## config.mk

```make
export PLATFORM = sky130hd
export DESIGN_NAME = dsqrt_step
export DESIGN_NICKNAME = d
export VERILOG_FILES = /design/src/dsqrt_pkg.sv /design/src/dsqrt_step.sv
export SDC_FILE = /design/constraint.sdc
export NUM_CORES = 1
export LEC_CHECK = 0
export ABC_AREA = 1
export BUFFER_PORTS_ARGS = -buffer_cell sky130_fd_sc_hd__buf_2
export CAP_MARGIN = 5
export CORE_ASPECT_RATIO = 0.75
export CORE_MARGIN = 10
export CORE_UTILIZATION = 23
export DETAILED_ROUTE_END_ITERATION = 6
export HOLD_SLACK_MARGIN = 0.1
export RECOVER_POWER = 50
export SYNTH_ARGS = -nofsm -noshare
export SYNTH_HDL_FRONTEND = slang
export SYNTH_SLANG_ARGS = --single-unit
export TNS_END_PERCENT = 20
```

## constraint.sdc

```tcl
create_clock -name clk_i -period 1 [get_ports clk_i]
set_clock_uncertainty 0.1 [all_clocks]
set_input_delay 0.15 -clock clk_i [delete_from_list [all_inputs] [get_ports clk_i]]
set_output_delay 0.15 -clock clk_i [all_outputs]
set_load 0.02 [all_outputs]
```

## src/dsqrt_pkg.sv

```systemverilog
// Shared types and constants for the double-precision square root pipeline.
package dsqrt_pkg;

  localparam logic [63:0] IndefNan  = 64'hFFF8_0000_0000_0000;
  localparam logic [63:0] QuietBit  = 64'h0008_0000_0000_0000;
  localparam int          NumSteps  = 64;
  localparam logic [10:0] ExpAll    = 11'h7FF;
  localparam logic [10:0] RoundHalf = 11'h400;

  // Decoded operand after the first stage.
  typedef struct packed {
    logic        special;
    logic [63:0] spec_res;
    logic        err;
    logic        variant;
    logic [52:0] mant;
    logic [5:0]  lz;
    logic [11:0] e_adj;
  } dec_t;

  // Payload that flows through the root recurrence.
  typedef struct packed {
    logic        special;
    logic [63:0] spec_res;
    logic        err;
    logic        variant;
    logic [10:0] be;
    logic [66:0] rem;
    logic [63:0] root;
    logic [63:0] rad;
  } item_t;

  // Payload after the first rounding stage.
  typedef struct packed {
    logic        special;
    logic [63:0] spec_res;
    logic        err;
    logic        sticky;
    logic [10:0] be;
    logic [63:0] r;
  } rnd_t;

endpackage

```

## src/dsqrt_step.sv

```systemverilog
// One pipeline stage of the restoring square root recurrence (one root bit).
module dsqrt_step (
  input  logic            clk_i,
  input  logic            rst_ni,
  input  logic            en_i,
  input  logic            valid_i,
  input  dsqrt_pkg::item_t item_i,
  output logic            valid_o,
  output dsqrt_pkg::item_t item_o
);

  logic [66:0]      rem_sh;
  logic [66:0]      trial;
  logic             take;
  dsqrt_pkg::item_t item_d;
  dsqrt_pkg::item_t item_q;
  logic             valid_q;

  // Bring down two radicand bits and try the next root bit.
  always_comb begin
    rem_sh      = {item_i.rem[64:0], item_i.rad[63:62]};
    trial       = {1'b0, item_i.root, 2'b01};
    take        = (rem_sh >= trial);
    item_d      = item_i;
    item_d.rad  = {item_i.rad[61:0], 2'b00};
    item_d.rem  = take ? (rem_sh - trial) : rem_sh;
    item_d.root = {item_i.root[62:0], take};
  end

  // Valid bit is control state; the payload needs no reset.
  always_ff @(posedge clk_i or negedge rst_ni) begin
    if (!rst_ni) begin
      valid_q <= 1'b0;
    end else if (en_i) begin
      valid_q <= valid_i;
    end
  end

  always_ff @(posedge clk_i) begin
    if (en_i) begin
      item_q <= item_d;
    end
  end

  assign valid_o = valid_q;
  assign item_o  = item_q;

endmodule

```

# ---- Word-level counts from Yosys, hierarchy flattened
# Index checks and enable logic that the tools add are counted.
dict set report word_totals {
  latch_bits 0
  rom_bits 0
  ramBits 0
  reg_bits 272
  inputBits 277
  n_memories 0
  output_inout_bits 274
  elab_cells 12
}
dict set report classes {
  n_mul 0
  reduce_logical 0
  n_bitwise 0
  eq_ne 0
  div 0
  n_mux 1
  order_cmp 1
  n_addsub 1
  shift 0
}
# op count
set ops {}
lappend ops {{$ge 67x66->1} 1}
lappend ops {{$mux 67} 1}
lappend ops {{$sub 67x66->67} 1}

# ---- Logic depth before layout (Yosys ltp)
dict set report depth {
  word_depth 2
  mapped_depth 19
  ltp_nobuf 17
}

# ---- Worst setup path before layout
# Ideal clock, no wire load.
dict set report synth_path {
  path_kind {input -> register}
  from {input port item_i[74] (netlist name)}
  to {register item_q, in the netlist item_o[191], data pin}
  arrival_time_ns 1.747
  path_stages 17
  t_required_ns 0.647
  path_buffers 2
  setup_slack_ns -1.100
  setup_time_ns 0.253
  cell_sequence {inv_1 > ha_1 > nand2_1 > inv_1 > nand2_1 > nor2_1 > nand4_1 > nand3_1 > nand2_1 > nand2_1 > nand3_2 > nand2_4 > inv_2 > buf_6 > buf_6 > nand2_1 > nand2_1}
}
# item line_no
set synth_lines {}
lappend synth_lines {{start: declaration} dsqrt_step.sv:7} ;# input dsqrt_pkg::item_t item_i,
lappend synth_lines {{end signal: assignment} dsqrt_step.sv:41} ;# item_q <= item_d;
lappend synth_lines {{end: declaration} dsqrt_step.sv:16} ;# dsqrt_pkg::item_t item_q;

==> run_results.csv <==
group,metric,value,unit
outcome,outcome,"finished with violations",
outcome,violations,"hold timing, setup timing",
routing,finalWirelength,79000,µm
grt,overflow,0,
critical_path,cpMaxStageDelayCell,"ha_4",
place,place_worst_setup_slack,-1.75,ns
final_layout,fillers,6358,
sta,final-setup-viol-count,348,
floorplanning,die_x,317,µm
final_layout,nets,3376,
grt,grt_pass1_vias,16900,
routing,num_vias,16800,
routing,first_pass_iters,5,
critical_path,crit_buf_inv,6,
power,vdd_drop_max,0.00149,V
final_layout,synthToLayoutAreaGrowth,89.6,%
power,cellPowerDensity,1390,nW/µm²
job,max-cap-violations,0,
critical_path,r2r-start,"valid_o$_DFFE_PN0P_",
place,dp_cells,3529,
critical_path,r2r-end,"valid_o$_DFFE_PN0P_",
final_layout,drive_above_1_share,48.3,%
critical_path,critical_path_arrival,2.08,ns
logic_synthesis,synth_ff_type,"edfxtp_1",
clocking,cts_sinks,272,
logic_synthesis,syn_area_per_cell,8.45,µm²
logic_synthesis,syn_area,15200,µm²
critical_path,end_kind,"register",
sta,tightest_slew,0.570,ns
critical_path,crit_top_cell,"nand2_2",
logic_synthesis,synthCells,1795,
critical_path,crit_type,"input port to register",
grt,grt_use_total,19.2,%
floorplanning,die_area,76700,µm²
floorplanning,rows,81,
floorplanning,core,65300,µm²
routing,wl_per_cell,20.1,µm
logic_synthesis,synth_edf_count,271,
sta,period_minus_slack,1.88,ns
grt,grt_first_pass_wirelength,110000,µm
sta,finalWorstSetupSlack,-0.876,ns
critical_path,crit_chain,"buf_2, inv_2, ha_4, nand2_2, inv_2, nand2_4, nor2_4, nand4_1, nand3_2, nand2_2, nand2_2, nand3_2, nand2_4, buf_6, inv_8, buf_12, nand2_1, nand2_1",
clocking,clkTransAtPathRegs,0.06,ns
worst_hold_path,worstHoldPathCells,3,
logic_synthesis,synth_seq_cells,272,
critical_path,start_kind,"input port",
critical_path,cp_max_fo,8,
logic_synthesis,ys_warn_count,0,
floorplanning,die_y,242,µm
sta,relSlewSlack,61.6,%
sta,fmax,533,MHz
worst_hold_path,min_to,"item_o[139]$_DFFE_PP_",
floorplanning,initial_core_util,23.2,%
power,leakage,0.0137,µW
place,hpwl,60700,µm
critical_path,reg2reg_depth,1,
sta,rsz0062_at_grt,"true",
clocking,insertion_delay,0.54,ns
final_layout,finalNonFillerCells,3932,
grt,grt_max_degree,23,
logic_synthesis,yosysUniqueCellTypes,32,
clocking,htreeDepth,2,
worst_hold_path,holdCritStartpoint,"item_i[137]",
sta,slew_violations,0,
critical_path,slowest_delay,0.28,ns
critical_path,critical-path-top-delay-family,"simple AND/OR/NAND/NOR gates",
sta,whs,-0.236,ns
clocking,clockBufferDepth,3,
routing,drt-initial-drc-count,1163,
place,port_buffers,546,
critical_path,r2r_slack,0.15,ns
grt,grt_antenna_before_repair,19,
logic_synthesis,ys_seq_area_share,53.8,%
clocking,cts_root_buf,"clkbuf_16",
worst_hold_path,holdCritPathClass,"input port to register",
routing,viasPerCell,4.28,
routing,drc,0,
sta,hold_viol_final,4,
clocking,cts-buffers-inserted,34,
routing,detail-route-antenna-nets,0,
floorplanning,ios,551,
clocking,cts_tree,"built",
sta,post-route-period-util,188,%
logic_synthesis,synthArstFlopShare,0.368,%
place,place_congestion,0.939,
critical_path,cp_data_required_time,1.20,ns
[state kept, by name, indices dropped and copies added (netlist names)]
signal / cells
item_o: 271
valid_o: 1
[worst max-delay path by stage]
stage / start / end / slack [ns] / depth (start not counted)
global route: item_i[89] / item_o[182]$_DFFE_PP_ / -0.91 / 16
global placement: item_i[64] / item_o[190]$_DFFE_PP_ / -1.72 / 15
floorplan: item_i[82] / item_o[191]$_DFFE_PP_ / -0.99 / 19
finish: item_i[76] / item_o[174]$_DFFE_PP_ / -0.88 / 18
CTS: item_i[84] / item_o[146]$_DFFE_PP_ / -0.78 / 16
detailed placement: item_i[64] / item_o[190]$_DFFE_PP_ / -1.75 / 15
[placed cells by master (no fill, tap or decap), drive strengths merged, types with 31 or more instances in the layout]
master,n
inv,335
a21oi,72
edfxtp,271
clkbuf,82
nand2,683
xor2,31
dlygate4sd3,272
ha,66
nor2,130
nand3,87
buf,902
[per-layer routing]
metal / GRT usage, % / vias up / part of all wire (%) / wire length, µm
met5: 0 / - / 0.19 / 150
met4: 5.85 / 22 / 3.0 / 2370
met3: 6.14 / 124 / 9.2 / 7230
met2: 32.9 / 578 / 48 / 38000
met1: 22.6 / 7890 / 39 / 31200
li1: - / 8211 / - / -
[power breakdown]
| group | switching (µW) | internal (µW) | leakage (µW) | total, µW |
|---|---|---|---|---|
| Sequential | 345 | 13900 | 0.00266 | 14200 |
| Combinational | 7500 | 5920 | 0.0106 | 13400 |
| Clock | 5130 | 7210 | 0.000520 | 12300 |
[final cells by class]
| cell class | instances | area, µm² | area share, % |
|---|---|---|---|
| repair buffers | 1216 | 9160 | 31.8 |
| flip-flops and latches | 272 | 8160 | 28.4 |
| multi-input cells | 1173 | 7920 | 27.5 |
| inverters | 335 | 1310 | 4.55 |
| well taps | 871 | 1090 | 3.79 |
| clock buffers | 40 | 895 | 3.11 |
| clock inverters | 16 | 198 | 0.687 |
| diodes | 8 | 20.0 | 0.0696 |
| repair inverters | 1 | 11.3 | 0.0392 |
[worst min-delay path, cell delays in order]
cell,delay [ns]
buf_6,0.09
nand2_2,0.04
nand2_1,0.04
[logic make-up (layout without fill, tap and decap cells)]
logic type / count (synthesis) / after routing / synth area share [%]
AND/OR/NAND/NOR: 954 / 954 / 25.4
buffers and inverters: 351 / 1608 / 9.13
flip-flops: 272 / 272 / 53.8
AO/OA/AOI/OAI: 116 / 116 / 4.15
adder cells (fa/ha/maj): 66 / 66 / 5.44
XOR/XNOR: 34 / 34 / 1.96
other: 1 / 10 / 0.0247
multiplexers: 1 / 1 / 0.0742
[cells in the mapped netlist (3+ instances only)]
| cell | number | area (µm²) |
|---|---|---|
| xnor2_1 | 3 | 26.3 |
| nand3b_1 | 12 | 90.1 |
| nor3_1 | 13 | 65.1 |
| nor2_1 | 127 | 477 |
| inv_1 | 323 | 1210 |
| buf_4 | 4 | 30.0 |
| a21oi_1 | 70 | 350 |
| o21ai_0 | 27 | 135 |
| buf_2 | 6 | 30.0 |
| nand3_1 | 86 | 430 |
| nor4_1 | 4 | 25.0 |
| nand4_1 | 18 | 113 |
| xor2_1 | 31 | 272 |
| buf_6 | 6 | 67.6 |
| edfxtp_1 | 271 | 8140 |
| and2_1 | 3 | 18.8 |
| nor2_2 | 3 | 18.8 |
| o21bai_1 | 13 | 97.6 |
| inv_2 | 12 | 45.0 |
| ha_1 | 66 | 826 |
| nand2_1 | 682 | 2560 |
[timing repair]
action	4_1_cts	5_1_grt
pin swaps	47	41
resized for setup	389	226
buffers inserted	34	22
hold buffers	264	8
gates cloned	10	7
endpoints found under the hold margin	504	138
endpoints found under the setup margin	340	340
[per-stage QoR]
stage / instance area [µm²] / hold slack [ns] / setup TNS, ns / utilization (%) / power [µW]
after detailed placement: 22500 / -0.174 / -109.76 / 34.5 / 24900
after CTS: 28000 / -0.265 / -151.92 / 42.8 / 39800
final: 28800 / -0.236 / -150.86 / 44.1 / 40000
after global placement: 22500 / -0.174 / -109.75 / 34.5 / 24900
after global routing: 28800 / -0.250 / -166.36 / 44.1 / 41800
after floorplan: 16100 / -0.246 / -64.21 / - / 19500
(Power assumes the default switching activity.)
